File: config.mk
export PLATFORM = sky130hd
export DESIGN_NAME = sm83_alu
export DESIGN_NICKNAME = d
export VERILOG_FILES = /design/src/sv/sm83_pkg.sv /design/src/sv/sm83_alu.sv
export SDC_FILE = /design/constraint.sdc
export NUM_CORES = 1
export LEC_CHECK = 0
export ABC_AREA = 1
export BUFFER_PORTS_ARGS = -buffer_cell sky130_fd_sc_hd__buf_2
export CAP_MARGIN = 10
export CORE_ASPECT_RATIO = 0.6
export CORE_MARGIN = 8
export CORE_UTILIZATION = 35
export CTS_BUF_LIST = sky130_fd_sc_hd__clkbuf_8
export CTS_CLUSTER_SIZE = 20
export DETAILED_ROUTE_END_ITERATION = 10
export GPL_TIMING_DRIVEN = 1
export PLACE_DENSITY = 0.49
export SLEW_MARGIN = 20
export SYNTH_ARGS = -nofsm -noshare
export SYNTH_HDL_FRONTEND = slang
export SYNTH_SLANG_ARGS = --single-unit
File: constraint.sdc
create_clock -name clk_i -period 6.9 [get_ports clk_i]
set_input_delay 1.38 -clock clk_i [delete_from_list [all_inputs] [get_ports clk_i]]
set_output_delay 1.38 -clock clk_i [all_outputs]
set_load 0.05 [all_outputs]
File: src/sv/sm83_pkg.sv
`timescale 1ns / 1ps

package sm83_pkg;

  // flag bit positions
  localparam int unsigned FLAG_Z = 3;
  localparam int unsigned FLAG_N = 2;
  localparam int unsigned FLAG_H = 1;
  localparam int unsigned FLAG_C = 0;

  // unprefixed opcodes decoded by exact match
  localparam logic [7:0] OP_RLCA      = 8'h07;
  localparam logic [7:0] OP_RRCA      = 8'h0F;
  localparam logic [7:0] OP_RLA       = 8'h17;
  localparam logic [7:0] OP_RRA       = 8'h1F;
  localparam logic [7:0] OP_DAA       = 8'h27;
  localparam logic [7:0] OP_CPL       = 8'h2F;
  localparam logic [7:0] OP_SCF       = 8'h37;
  localparam logic [7:0] OP_CCF       = 8'h3F;
  localparam logic [7:0] OP_ADD_SP_E  = 8'hE8;
  localparam logic [7:0] OP_LD_HL_SPE = 8'hF8;

  // pattern matches
  localparam logic [7:0] MASK_ALU_IMM = 8'hC7;
  localparam logic [7:0] PAT_ALU_IMM  = 8'hC6;
  localparam logic [7:0] MASK_ADD_HL  = 8'hCF;
  localparam logic [7:0] PAT_ADD_HL   = 8'h09;
  localparam logic [2:0] LOW_INC      = 3'd4;
  localparam logic [2:0] LOW_DEC      = 3'd5;
  localparam logic [2:0] REG_A        = 3'd7;

  // CB groups and unprefixed groups (opcode bits 7..6)
  localparam logic [1:0] CB_SHIFT = 2'd0;
  localparam logic [1:0] CB_BIT   = 2'd1;
  localparam logic [1:0] CB_RES   = 2'd2;
  localparam logic [1:0] CB_SET   = 2'd3;
  localparam logic [1:0] GRP_ALU  = 2'd2;
  localparam logic [1:0] GRP_LOW  = 2'd0;

  // DAA constants
  localparam logic [7:0] DAA_HI    = 8'h60;
  localparam logic [7:0] DAA_LO    = 8'h06;
  localparam logic [7:0] DAA_LIMIT = 8'h99;
  localparam logic [3:0] DAA_NIB   = 4'h9;

  typedef enum logic [2:0] {
    ALU_ADD = 3'd0, ALU_ADC = 3'd1, ALU_SUB = 3'd2, ALU_SBC = 3'd3,
    ALU_AND = 3'd4, ALU_XOR = 3'd5, ALU_OR  = 3'd6, ALU_CP  = 3'd7
  } alu_kind_e;

  typedef enum logic [2:0] {
    SH_RLC = 3'd0, SH_RRC = 3'd1, SH_RL  = 3'd2, SH_RR  = 3'd3,
    SH_SLA = 3'd4, SH_SRA = 3'd5, SH_SWAP = 3'd6, SH_SRL = 3'd7
  } shift_kind_e;

  typedef struct packed {
    logic [7:0] res;
    logic [3:0] flags;
  } alu_res_t;

  typedef struct packed {
    logic [7:0] val;
    logic       cout;
  } shift_res_t;

  function automatic alu_res_t alu8(alu_kind_e kind, logic [7:0] a, logic [7:0] v,
                                    logic cin);
    alu_res_t   o;
    logic       c;
    logic [8:0] s;
    logic [4:0] h;
    logic [7:0] r;
    o = '0;
    c = 1'b0;
    s = '0;
    h = '0;
    r = a;
    case (kind)
      ALU_ADD, ALU_ADC: begin
        c = (kind == ALU_ADC) ? cin : 1'b0;
        s = {1'b0, a} + {1'b0, v} + {8'd0, c};
        h = {1'b0, a[3:0]} + {1'b0, v[3:0]} + {4'd0, c};
        o.flags[FLAG_H] = h[4];
        o.flags[FLAG_C] = s[8];
        r = s[7:0];
      end
      ALU_SUB, ALU_SBC, ALU_CP: begin
        c = (kind == ALU_SBC) ? cin : 1'b0;
        o.flags[FLAG_H] = {1'b0, a[3:0]} < ({1'b0, v[3:0]} + {4'd0, c});
        o.flags[FLAG_C] = {1'b0, a} < ({1'b0, v} + {8'd0, c});
        o.flags[FLAG_N] = 1'b1;
        r = a - v - {7'd0, c};
      end
      ALU_AND: begin
        r = a & v;
        o.flags[FLAG_H] = 1'b1;
      end
      ALU_XOR: r = a ^ v;
      default: r = a | v;
    endcase
    o.flags[FLAG_Z] = (r == 8'd0);
    o.res = (kind == ALU_CP) ? a : r;
    return o;
  endfunction

  function automatic shift_res_t shift8(shift_kind_e kind, logic [7:0] v, logic cin);
    shift_res_t o;
    case (kind)
      SH_RLC:  o = '{val: {v[6:0], v[7]}, cout: v[7]};
      SH_RRC:  o = '{val: {v[0], v[7:1]}, cout: v[0]};
      SH_RL:   o = '{val: {v[6:0], cin}, cout: v[7]};
      SH_RR:   o = '{val: {cin, v[7:1]}, cout: v[0]};
      SH_SLA:  o = '{val: {v[6:0], 1'b0}, cout: v[7]};
      SH_SRA:  o = '{val: {v[7], v[7:1]}, cout: v[0]};
      SH_SWAP: o = '{val: {v[3:0], v[7:4]}, cout: 1'b0};
      default: o = '{val: {1'b0, v[7:1]}, cout: v[0]};
    endcase
    return o;
  endfunction

endpackage

File: src/sv/sm83_alu.sv
`timescale 1ns / 1ps
// SM83 ALU: one operation per item, decoded from opcode and CB prefix.
// An item passes the input register, then the result register; out_valid_o
// rises when it moves from the input register into the result register.
// Throughput: one item per cycle while the consumer does not stall, set by the
// single combinational decode/ALU pass between the two registers.
// Reset (rst_ni low, async) empties both stages; payload registers keep data.

module sm83_alu (
  input  logic        clk_i,
  input  logic        rst_ni,
  // input channel
  input  logic        in_valid_i,
  output logic        in_ready_o,
  input  logic        prefixed_i,
  input  logic [7:0]  opcode_i,
  input  logic [7:0]  acc_i,
  input  logic [7:0]  operand_i,
  input  logic [3:0]  flags_in_i,
  input  logic [15:0] word_left_i,
  input  logic [15:0] word_right_i,
  // result channel
  output logic        out_valid_o,
  input  logic        out_ready_i,
  output logic [7:0]  acc_out_o,
  output logic [7:0]  value_out_o,
  output logic        writes_value_o,
  output logic [15:0] word_out_o,
  output logic [3:0]  flags_out_o,
  output logic        known_op_o
);

  // ---------------------------------------------------------------------------
  // Stage 1: input register. Refills whenever it is empty or its item moves on.
  // ---------------------------------------------------------------------------
  logic        s1_valid_q;
  logic        pre_q;
  logic [7:0]  op_q;
  logic [7:0]  a_q;
  logic [7:0]  v_q;
  logic [3:0]  f_q;
  logic [15:0] wl_q;
  logic [15:0] wr_q;

  logic s2_ready;
  logic s1_ready;

  assign s2_ready   = !out_valid_o || out_ready_i;
  assign s1_ready   = !s1_valid_q || s2_ready;
  assign in_ready_o = s1_ready;

  always_ff @(posedge clk_i or negedge rst_ni) begin
    if (!rst_ni) begin
      s1_valid_q <= 1'b0;
    end else if (s1_ready) begin
      s1_valid_q <= in_valid_i;
    end
  end

  always_ff @(posedge clk_i) begin
    if (s1_ready && in_valid_i) begin
      pre_q <= prefixed_i;
      op_q  <= opcode_i;
      a_q   <= acc_i;
      v_q   <= operand_i;
      f_q   <= flags_in_i;
      wl_q  <= word_left_i;
      wr_q  <= word_right_i;
    end
  end

  // ---------------------------------------------------------------------------
  // Decode and compute. Defaults pass everything through unchanged.
  // ---------------------------------------------------------------------------
  logic [7:0]  ao_d;
  logic [7:0]  vo_d;
  logic [15:0] wo_d;
  logic [3:0]  fo_d;
  logic        wrv_d;
  logic        known_d;

  logic [2:0]               y;
  logic                     to_a;
  sm83_pkg::alu_res_t       alu_r;
  sm83_pkg::shift_res_t     sh_r;
  logic [16:0]              hl_sum;
  logic [12:0]              hl_h;
  logic [4:0]               sp_h;
  logic [8:0]               sp_c;
  logic [7:0]               daa_r;
  logic                     daa_c;

  assign y = op_q[5:3];

  always_comb begin
    ao_d    = a_q;
    vo_d    = v_q;
    wo_d    = wl_q;
    fo_d    = f_q;
    wrv_d   = 1'b0;
    known_d = 1'b1;
    to_a    = 1'b0;
    alu_r   = sm83_pkg::alu8(sm83_pkg::alu_kind_e'(y), a_q, v_q, f_q[sm83_pkg::FLAG_C]);
    sh_r    = '0;
    hl_sum  = {1'b0, wl_q} + {1'b0, wr_q};
    hl_h    = {1'b0, wl_q[11:0]} + {1'b0, wr_q[11:0]};
    sp_h    = {1'b0, wl_q[3:0]} + {1'b0, v_q[3:0]};
    sp_c    = {1'b0, wl_q[7:0]} + {1'b0, v_q};
    daa_r   = a_q;
    daa_c   = f_q[sm83_pkg::FLAG_C];

    if (pre_q) begin
      to_a = (op_q[2:0] == sm83_pkg::REG_A);
      case (op_q[7:6])
        sm83_pkg::CB_SHIFT: begin
          sh_r  = sm83_pkg::shift8(sm83_pkg::shift_kind_e'(y), v_q, f_q[sm83_pkg::FLAG_C]);
          vo_d  = sh_r.val;
          fo_d  = {(sh_r.val == 8'd0), 2'b00, sh_r.cout};
          wrv_d = 1'b1;
        end
        sm83_pkg::CB_BIT: begin
          // BIT keeps carry and writes nothing back
          fo_d = {~v_q[y], 1'b0, 1'b1, f_q[sm83_pkg::FLAG_C]};
          to_a = 1'b0;
        end
        sm83_pkg::CB_RES: begin
          vo_d  = v_q & ~(8'd1 << y);
          wrv_d = 1'b1;
        end
        default: begin
          vo_d  = v_q | (8'd1 << y);
          wrv_d = 1'b1;
        end
      endcase
    end else if (op_q[7:6] == sm83_pkg::GRP_ALU
                 || (op_q & sm83_pkg::MASK_ALU_IMM) == sm83_pkg::PAT_ALU_IMM) begin
      // register and immediate accumulator ops share one unit
      ao_d = alu_r.res;
      fo_d = alu_r.flags;
    end else if (op_q == sm83_pkg::OP_RLCA || op_q == sm83_pkg::OP_RRCA
                 || op_q == sm83_pkg::OP_RLA || op_q == sm83_pkg::OP_RRA) begin
      // accumulator rotates always clear Z
      sh_r = sm83_pkg::shift8(sm83_pkg::shift_kind_e'(y), a_q, f_q[sm83_pkg::FLAG_C]);
      ao_d = sh_r.val;
      fo_d = {3'b000, sh_r.cout};
    end else if (op_q[7:6] == sm83_pkg::GRP_LOW && op_q[2:0] == sm83_pkg::LOW_INC) begin
      vo_d  = v_q + 8'd1;
      fo_d  = {(vo_d == 8'd0), 1'b0, (v_q[3:0] == 4'hF), f_q[sm83_pkg::FLAG_C]};
      wrv_d = 1'b1;
      to_a  = (y == sm83_pkg::REG_A);
    end else if (op_q[7:6] == sm83_pkg::GRP_LOW && op_q[2:0] == sm83_pkg::LOW_DEC) begin
      vo_d  = v_q - 8'd1;
      fo_d  = {(vo_d == 8'd0), 1'b1, (v_q[3:0] == 4'h0), f_q[sm83_pkg::FLAG_C]};
      wrv_d = 1'b1;
      to_a  = (y == sm83_pkg::REG_A);
    end else if ((op_q & sm83_pkg::MASK_ADD_HL) == sm83_pkg::PAT_ADD_HL) begin
      // ADD HL,rr: half carry out of bit 11, Z kept
      wo_d = hl_sum[15:0];
      fo_d = {f_q[sm83_pkg::FLAG_Z], 1'b0, hl_h[12], hl_sum[16]};
    end else if (op_q == sm83_pkg::OP_ADD_SP_E || op_q == sm83_pkg::OP_LD_HL_SPE) begin
      // flags come from the unsigned low-byte add
      wo_d = wl_q + {{8{v_q[7]}}, v_q};
      fo_d = {2'b00, sp_h[4], sp_c[8]};
    end else if (op_q == sm83_pkg::OP_DAA) begin
      if (!f_q[sm83_pkg::FLAG_N]) begin
        if (f_q[sm83_pkg::FLAG_C] || a_q > sm83_pkg::DAA_LIMIT) begin
          daa_r = daa_r + sm83_pkg::DAA_HI;
          daa_c = 1'b1;
        end
        if (f_q[sm83_pkg::FLAG_H] || a_q[3:0] > sm83_pkg::DAA_NIB) begin
          daa_r = daa_r + sm83_pkg::DAA_LO;
        end
      end else begin
        if (f_q[sm83_pkg::FLAG_C]) begin
          daa_r = daa_r - sm83_pkg::DAA_HI;
        end
        if (f_q[sm83_pkg::FLAG_H]) begin
          daa_r = daa_r - sm83_pkg::DAA_LO;
        end
      end
      ao_d = daa_r;
      fo_d = {(daa_r == 8'd0), f_q[sm83_pkg::FLAG_N], 1'b0, daa_c};
    end else if (op_q == sm83_pkg::OP_CPL) begin
      ao_d = ~a_q;
      fo_d = f_q | 4'b0110;
    end else if (op_q == sm83_pkg::OP_SCF) begin
      fo_d = {f_q[sm83_pkg::FLAG_Z], 3'b001};
    end else if (op_q == sm83_pkg::OP_CCF) begin
      fo_d = {f_q[sm83_pkg::FLAG_Z], 2'b00, ~f_q[sm83_pkg::FLAG_C]};
    end else begin
      known_d = 1'b0;
    end

    // a write-back target of A also lands in the accumulator
    if (wrv_d && to_a) begin
      ao_d = vo_d;
    end
  end

  // ---------------------------------------------------------------------------
  // Stage 2: result register, holds while the consumer stalls.
  // ---------------------------------------------------------------------------
  logic out_valid_q;

  always_ff @(posedge clk_i or negedge rst_ni) begin
    if (!rst_ni) begin
      out_valid_q <= 1'b0;
    end else if (s2_ready) begin
      out_valid_q <= s1_valid_q;
    end
  end

  always_ff @(posedge clk_i) begin
    if (s2_ready && s1_valid_q) begin
      acc_out_o      <= ao_d;
      value_out_o    <= vo_d;
      writes_value_o <= wrv_d;
      word_out_o     <= wo_d;
      flags_out_o    <= fo_d;
      known_op_o     <= known_d;
    end
  end

  assign out_valid_o = out_valid_q;

endmodule

# Word level (Yosys, flattened, before mapping)
# Cells that the tools add are included.
# totals
elab_cells	195
latch_bits	0
input_bits	65
output_inout_bits	40
ramBits	0
regBits	101
romBits	0
n_memories	0
# op_classes
n_mux	94
n_mul	0
n_div	0
order_cmp	5
addsub	19
n_reduce_logical	27
eq_ne	25
bitwise_logic	9
shifts	1
# ops
op	count
$mux W8	47
$pmux W9 S7	2
$mux W16	7
$logic_not A8 Y1	5
$eq A8 B6 Y1 const B	4
$mux W4	8
$pmux W8 S4	1
$pmux W8 S3	1
$eq A3 B3 Y1 const B	7
$mux W1	19
$add A8 B8 Y9	2
$mux W9	2
$add A16 B16 Y17	1
$add A16 B16 Y16	1
$and A8 B8 Y8	2
$eq A8 B5 Y1 const B	2
$eq A8 B8 Y1 const B	2
$not A8 Y8	2
$or A8 B8 Y8	2
$add A12 B12 Y13	1
$add A4 B4 Y5	2
$reduce_or A10 Y1	1
$add A8 B1 Y9	1
$add A9 B1 Y9	1
other kinds (40)	57

# Depth between registers and ports, before layout
# Gate-level depths: netlist (run 1).
# depth
depth_word	32
ltp_mapped	23
depth_no_buf	22

# Least setup slack after synthesis (run 1)
# OpenSTA, ideal clock, no wires.
# synth_timing
path_type	input -> register
startpoint	in out_ready_i
endpoint	reg acc_out_o[0], enable pin
stages	2
t_required_ps	6454
n_path_buf	0
setup_ps	446
setup_slack_ps	3160
t_arrival_ps	3294
cell_sequence	inv_1 -> a21oi_1
# synth_via
elab_chain_len	2
# synth_rtl
item	line_no	rtl
from (decl)	sm83_alu.sv:24	input logic out_ready_i,
$logic_or A1 B1 Y1	sm83_alu.sv:48	assign s2_ready = !out_valid_o || out_ready_i;
$logic_and A1 B1 Y1	sm83_alu.sv:214	if (s2_ready && s1_valid_q) begin
to (signal assigned)	sm83_alu.sv:215	acc_out_o <= ao_d;
to (decl)	sm83_alu.sv:25	output logic [7:0] acc_out_o,
# Every way passes these cells.
# A chain may end at the register's enable or synchronous reset.

# Final worst setup path (run 1)
# layout_timing
startpoint	reg op_q[3]
endpoint	reg acc_out_o[7], data pin
# layout_via
elab_chain_len	11
word_cells_on_any_way	60
classes_between	add/sub (2); eq/ne (16); shift (1); mux (30); bitwise (3); reduce/logical (8)
# layout_rtl
item	line_no	rtl
from (decl)	sm83_alu.sv:38	logic [7:0] op_q;
from (signal assigned)	sm83_alu.sv:63	op_q <= opcode_i;
branches (longest 10 deep; another with $add A9 B1 Y9)	--	
$mux W8 (*)	sm83_alu.sv:195	if (wrv_d && to_a) begin
via ao_d[7]	sm83_alu.sv:75	logic [7:0] ao_d;
# Mark *: on every way through the listed nets, which the timed path passes. The select of a mux whose other input is x is not followed.

==> flow_summary.ini, run 1 <==
[floorplan]
die_h_um = 140
core_area_um2 = 25300
ios = 105
dieArea_um2 = 31200
start_util_pct = 35.5
row_count = 45
fp.dieW_um = 223

[critical_path]
reg2reg_slack_ps = 2670
crit_path_end = acc_out_o[7]
crit_start = op_q[3]
timing.critical_path.arrival_ps = 4420
endpoint_kind = flip-flop
reg2reg_depth = 21
required_ps = 7100
r2r_end = acc_out_o[7]
setup.worst_path.class = flip-flop to flip-flop
crit_path_start_kind = flip-flop
path_max_fanout = 17
timing.rr.start = op_q[3]

[power_and_ir_drop]
power.internal_mw = 1.10
pwr-share-comb_pct = 39.1
cellPowerDensity_nw_per_um2 = 192
swShare_pct = 43.0
p_switching_mw = 0.827
seqPwrFrac_pct = 41.5
p_total_mw = 1.93
clkPwrFrac_pct = 19.3
vdd_ir_drop_max_uv = 113
p_leak_nw = 4.38

[drt]
drt-total-wl_um = 34300
wl_met3_um = 4400
detail-route-antenna-nets = 0
viasPerCell = 5.57
dr.first_iter.drc_count = 1285
wl_per_cell_um = 21.7
maxUsedRoutingLayer = met4
drc = 0
num_vias = 8782
wl_met1_um = 17800
wl_met2_um = 11700
drtPass1Iterations = 5

[synth]
synth_top_area_share_pct = 33.1
syn_inst = 1149
synth_area_leader_cell = edfxtp_1
seq_area_frac_synth_pct = 33.6
synth_async_sr_flop_share_pct = 1.98
synth_ff_type = edfxtp_1
yosys_warnings = 0
yosys-top-cells-area = edfxtp_1 (33%), ha_1 (11%), nand2_1 (9.4%)
synth_area_um2 = 8980
yosys.cell_types.count = 58
synth-edff-count = 99
synth-seq-cells = 101
syn_avg_cell_area_um2 = 7.82
synth_fp_nets = 1299

[timing]
fin_skew_ps = 23.1
timing.setup.tns_ps = 0
rsz0062_at_grt = false
finalCritPeriodShare_pct = 61.3
finalMaxSlewViolations = 0
max_slew_margin_pct = 36.0
tightest_slew_ps = 960
setup_viol = 0
fmax_mhz = 237
hold_violations = 0
fin_crit_ps = 4230

[outcome]
outcome = finished, final reports clean

[cts]
cts_hold_buf = 0
post_cts_resized = 0
clock-sinks = 101
cts_tree = built
cts_root_buffer = clkbuf_8
cts_made_buffers = 9
post-cts-setup-buffer-count = 0
clk_pin_slew_ps = 110
htree_levels = 3
clk_latency_ps = 430
cts.path.max_buffers = 2

[layout]
finalNetCount = 1394
layout-drive-gt1-share_pct = 15.2
fillCellCount = 2647
area_delta_synth_final_pct = 11.6
diodes = 0

[global_routing]
grt_max_degree = 56
grt_pass1_vias = 7966
overflow = 0
grt_antenna_before_repair = 0
grt_pass1_wl_um = 50800
grtUsageTotal_pct = 21.3

[place]
gp_congestion = 1.01
dp_hpwl_um = 26400
numPortBuffers = 104

[hold_path]
worstHoldPathType = flip-flop to flip-flop

[job]
drv_cap = 0
==> power groups by stage <==
stage	registers, mW	clock network (mW)	logic, mW
6_report	0.800	0.372	0.753
5_1_grt	0.806	0.405	0.816
4_1_cts	0.799	0.388	0.734
3_5_place_dp	0.813	0	0.730
3_3_place_gp	0.813	0	0.736
2_1_floorplan	0.886	0	0.427
==> worst min-delay path by stage <==
| stage | start | end | slack (ps) | cells after the start |
|---|---|---|---|---|
| 2_1_floorplan | s1_valid_q | out_valid_o | 450 | 2 |
| 3_3_place_gp | s1_valid_q | out_valid_o | 510 | 2 |
| 3_5_place_dp | s1_valid_q | out_valid_o | 510 | 2 |
| 4_1_cts | s1_valid_q | out_valid_o | 540 | 2 |
| 5_1_grt | s1_valid_q | out_valid_o | 570 | 2 |
| 6_report | s1_valid_q | out_valid_o | 530 | 2 |
==> cell type report <==
| type | instances | area, µm² | share of cell area [%] |
|---|---|---|---|
| clock buffers | 9 | 124 | 1.24 |
| clock inverters | 7 | 50.0 | 0.499 |
| inverters | 143 | 539 | 5.38 |
| multi-input cells | 873 | 5270 | 52.5 |
| flip-flops and latches | 101 | 3020 | 30.1 |
| well taps | 329 | 412 | 4.11 |
| repair buffers | 116 | 611 | 6.09 |
==> state kept, by name, summed over array words and instances, names as in the netlist, 4 cells and up <==
signal / flops
a_q: 8
acc_out_o: 8
f_q: 4
flags_out_o: 4
op_q: 8
v_q: 8
value_out_o: 8
wl_q: 16
word_out_o: 16
wr_q: 16
==> critical path, stage by stage (launching register included) <==
cell and delay, ps:
edfxtp_1 820, nand2_1 250, nor2_1 210, inv_1 70, nor2_1 140, inv_1 140, fa_1 530, inv_1 50
ha_1 160, o21ai_0 250, nand2_1 130, nand4_1 100, o211ai_1 110, or2_0 220, nand3_1 70, nand2_1 70
nor3_1 300, nand2_1 90, o211ai_1 100, nand3_1 90, nand2_1 70, nand2_1 50
==> Yosys cell counts, types with 5 or more instances <==
master and count:
a21o_1 9, a21oi_1 98, a221oi_1 6, a31oi_1 7, buf_2 17, clkbuf_1 10, clkinv_1 9, edfxtp_1 99
fa_1 6, ha_1 79, inv_1 117, inv_2 16, nand2_1 224, nand2_2 10, nand3_1 57, nand4_1 5
nor2_1 93, nor2_2 6, nor2_4 5, nor3_1 14, o2111ai_1 10, o211ai_1 15, o21ai_0 102, o21ai_1 5
o221ai_1 8, o22ai_1 22, o31ai_1 6, xnor2_1 12, xor2_1 27
==> per-layer routing <==
metal  vias up  GRT usage, %
li1       4194             -
met1      4069          34.7
met2       491          24.8
met3        28          7.50
met4         0          4.32
met5         -             0
==> cells by family (layout without fill, tap and decap cells) <==
kind of cell    count (synthesis)  after routing  share of synthesized area, %
buf+inv                       175            275                          7.83
fa+ha+maj                      85             85                          12.3
simple gates                  439            439                          21.9
xor+xnor                       40             40                          3.98
flops                         101            101                          33.6
compound gates                309            309                          20.3
==> cell usage in the layout, fill, tap and decap left out, types with 11 or more instances in the layout <==
master / synthesis / routed
xor2_1: 27 / 27
o211ai_1: 15 / 15
nand2_1: 224 / 224
ha_1: 79 / 79
o22ai_1: 22 / 22
edfxtp_1: 99 / 99
inv_1: 117 / 116
o21ai_0: 102 / 102
nor2_1: 93 / 93
inv_2: 16 / 17
nand3_1: 57 / 57
xnor2_1: 12 / 12
clkinv_1: 9 / 11
a21oi_1: 98 / 97
nor3_1: 14 / 14
buf_4: 4 / 12
buf_2: 17 / 104
==> metrics by stage <==
step | setup WS [ps] | area, µm² | hold WS (ps) | std cells | utilization [%]
2_1_floorplan | 3160 | 8980 | 447 | 1149 | -
3_3_place_gp | 2890 | 9850 | 508 | 1562 | 39.0
3_5_place_dp | 2790 | 9850 | 509 | 1562 | 39.0
4_1_cts | 2780 | 10000 | 536 | 1578 | 39.7
5_1_grt | 2210 | 10000 | 569 | 1578 | 39.7
6_report | 2670 | 10000 | 529 | 1578 | 39.7
Note: power is estimated with default switching activity, not from simulation.
==> inputs of run 2 (changes only) <==
--- a/config.mk
+++ b/config.mk
@@ -15,7 +15,7 @@
 export CTS_CLUSTER_SIZE = 20
 export DETAILED_ROUTE_END_ITERATION = 10
 export GPL_TIMING_DRIVEN = 1
-export PLACE_DENSITY = 0.49
+export PLACE_DENSITY = 0.51
 export SLEW_MARGIN = 20
 export SYNTH_ARGS = -nofsm -noshare
 export SYNTH_HDL_FRONTEND = slang
==> constraint.sdc (replaced) <==
create_clock -name clk_i -period 3.84 [get_ports clk_i]
set_input_delay 0.768 -clock clk_i [delete_from_list [all_inputs] [get_ports clk_i]]
set_output_delay 0.768 -clock clk_i [all_outputs]
set_load 0.05 [all_outputs]
==> run 2 against run 1 <==
Compared with the run above:
- sequential power rose by 76%
- clock power grew 99%
- worst hold slack worse by 410 ps
- critical path depth decreased by 2
- fmax up 18%
- register-to-register slack got worse by 2400 ps
- largest cell class unchanged
- largest power group is now combinational logic
==> flow_summary.ini, run 2 (synthesis gave the netlist of run 1 again) <==
[outcome]
outcome = finished, final reports clean

[timing]
tightest_slew_ps = 899
fin_crit_ps = 3580
timing.setup.tns_ps = 0
rsz0062_at_grt = false
finalMaxSlewViolations = 0
fin_skew_ps = 20.4
holdWs_ps = 114
setup_viol = 0
fmax_mhz = 279
finalCritPeriodShare_pct = 93.3
max_slew_margin_pct = 39.6
hold_violations = 0

[global_routing]
grt_pass1_vias = 8278
overflow = 0
grt_max_degree = 34
grtUsageTotal_pct = 22.1
grt_antenna_before_repair = 0
grt_pass1_wl_um = 52800

[layout]
multiInputGateArea_um2 = 5270
finalNetCount = 1428
fillCellCount = 2618
final_cell_mix = nand2_1 (224), inv_1 (117), buf_2 (104), o21ai_0 (101), edfxtp_1 (99)
diodes = 0
reg.largest.list = wl_q: 16 flops, word_out_o: 16 flops, wr_q: 16 flops
final_cell_area_um2 = 10300
layout-drive-gt1-share_pct = 17.7
regArea_um2 = 3020
area_delta_synth_final_pct = 14.9
layout_commonest_cell = nand2_1

[cts]
cts_tree = built
clk_latency_ps = 430
post-cts-setup-buffer-count = 0
htree_levels = 3
cts_made_buffers = 9
clock-sinks = 101
cts_root_buffer = clkbuf_8
clk_pin_slew_ps = 110
cts.path.max_buffers = 2

[power_and_ir_drop]
vdd_ir_drop_max_uv = 200
cellPowerDensity_nw_per_um2 = 346
p_leak_nw = 4.57

[floorplan]
dieArea_um2 = 31200
fp.dieW_um = 223
row_count = 45
ios = 105
die_h_um = 140
start_util_pct = 35.5
core_area_um2 = 25300

[drt]
num_vias = 8857
drtPass1Iterations = 5
drc = 0
detail-route-antenna-nets = 0
drt-total-wl_um = 35100
dr.first_iter.drc_count = 1045
viasPerCell = 5.49
wl_per_cell_um = 21.8

[place]
gp_congestion = 1.02
place_area_um2 = 10100
numPortBuffers = 104
dp_hpwl_um = 27600

[critical_path]
reg2reg_depth = 19
setup.worst_path.class = flip-flop to flip-flop
required_ps = 4130
path_max_fanout = 7
crit_path_start_kind = flip-flop
endpoint_kind = flip-flop
timing.critical_path.arrival_ps = 3870

[job]
drv_cap = 0

[hold_path]
worstHoldPathType = input pin to asynchronous set/reset pin
## run 2: changes by cell type in the layout (fill, tap and decap cells not counted)
cell / before / now
o21ai_0: 102 / 101
clkinv_2: 0 / 1
clkinv_1: 11 / 9
clkbuf_8: 9 / 10
clkinv_4: 2 / 1
bufinv_16: 0 / 1
inv_6: 2 / 1
buf_4: 12 / 45
nor2_1: 93 / 91
inv_1: 116 / 117
buf_6: 0 / 1
o21ai_1: 5 / 6
nor2_2: 6 / 8
## run 2: worst paths after layout
path	end	start	slack [ps]
min reg2reg	out_valid_o	s1_valid_q	530
min	out_valid_o	rst_ni	110
max	flags_out_o[3]	op_q[5]	260
max in group asynchronous	s1_valid_q	rst_ni	3630
min in group clk_i	f_q[1]	flags_in_i[1]	510
max reg2reg	flags_out_o[3]	op_q[5]	260
## run 2: through the flow
step | cells | setup slack, ps | total power, mW | util [%]
after floorplan | 1149 | 682 | 2.36 | -
after global placement | 1596 | 464 | 2.82 | 40.0
after detailed placement | 1596 | 310 | 2.81 | 40.0
after CTS | 1612 | 316 | 3.56 | 40.8
after global routing | 1612 | 7.01 | 3.76 | 40.8
final | 1612 | 258 | 3.57 | 40.8
## run 2: worst max-delay path, cell delays in order, from the launching register on
cell and delay (ps):
edfxtp_1 450, buf_4 210, nor3_1 230, inv_1 120
nor2_1 170, fa_1 220, inv_1 60, fa_1 390
inv_1 100, nand3_1 70, nand2_1 100, nand2_1 70
nand3_1 80, o21ai_0 100, nor3_1 500, nand4_1 160
nand3b_1 190, nand2_1 70, inv_1 50, a21oi_2 130
## run 2: cell type report
| type | count | share of cell area, % |
|---|---|---|
| Clock inverter | 6 | 0.618 |
| Tap cell | 329 | 3.99 |
| Inverter | 143 | 5.23 |
| Sequential cell | 101 | 29.3 |
| Clock buffer | 10 | 1.33 |
| Timing Repair Buffer | 150 | 8.43 |
| Multi-Input combinational cell | 873 | 51.1 |
## run 2: per-layer routing
metal | vias up | global-route usage, % | part of all wire (%)
met5 | - | 0 | 0
met4 | 0 | 4.35 | 0.84
met3 | 20 | 7.34 | 13
met2 | 523 | 26.3 | 35
met1 | 4051 | 36.1 | 52
li1 | 4263 | - | -
## run 2: power breakdown
group          internal, mW  switching [mW]  leakage, nW
Combinational         0.423           0.997         3.49
Clock                 0.319           0.423        0.104
Sequential             1.34          0.0701        0.974
Total                  2.08            1.49         4.57
## run 2: what timing repair did
action,4_1_cts,5_1_grt
gates resized for setup,0,4
setup endpoints to repair,0,4
hold endpoints to repair,0,0
hold buffers,0,0
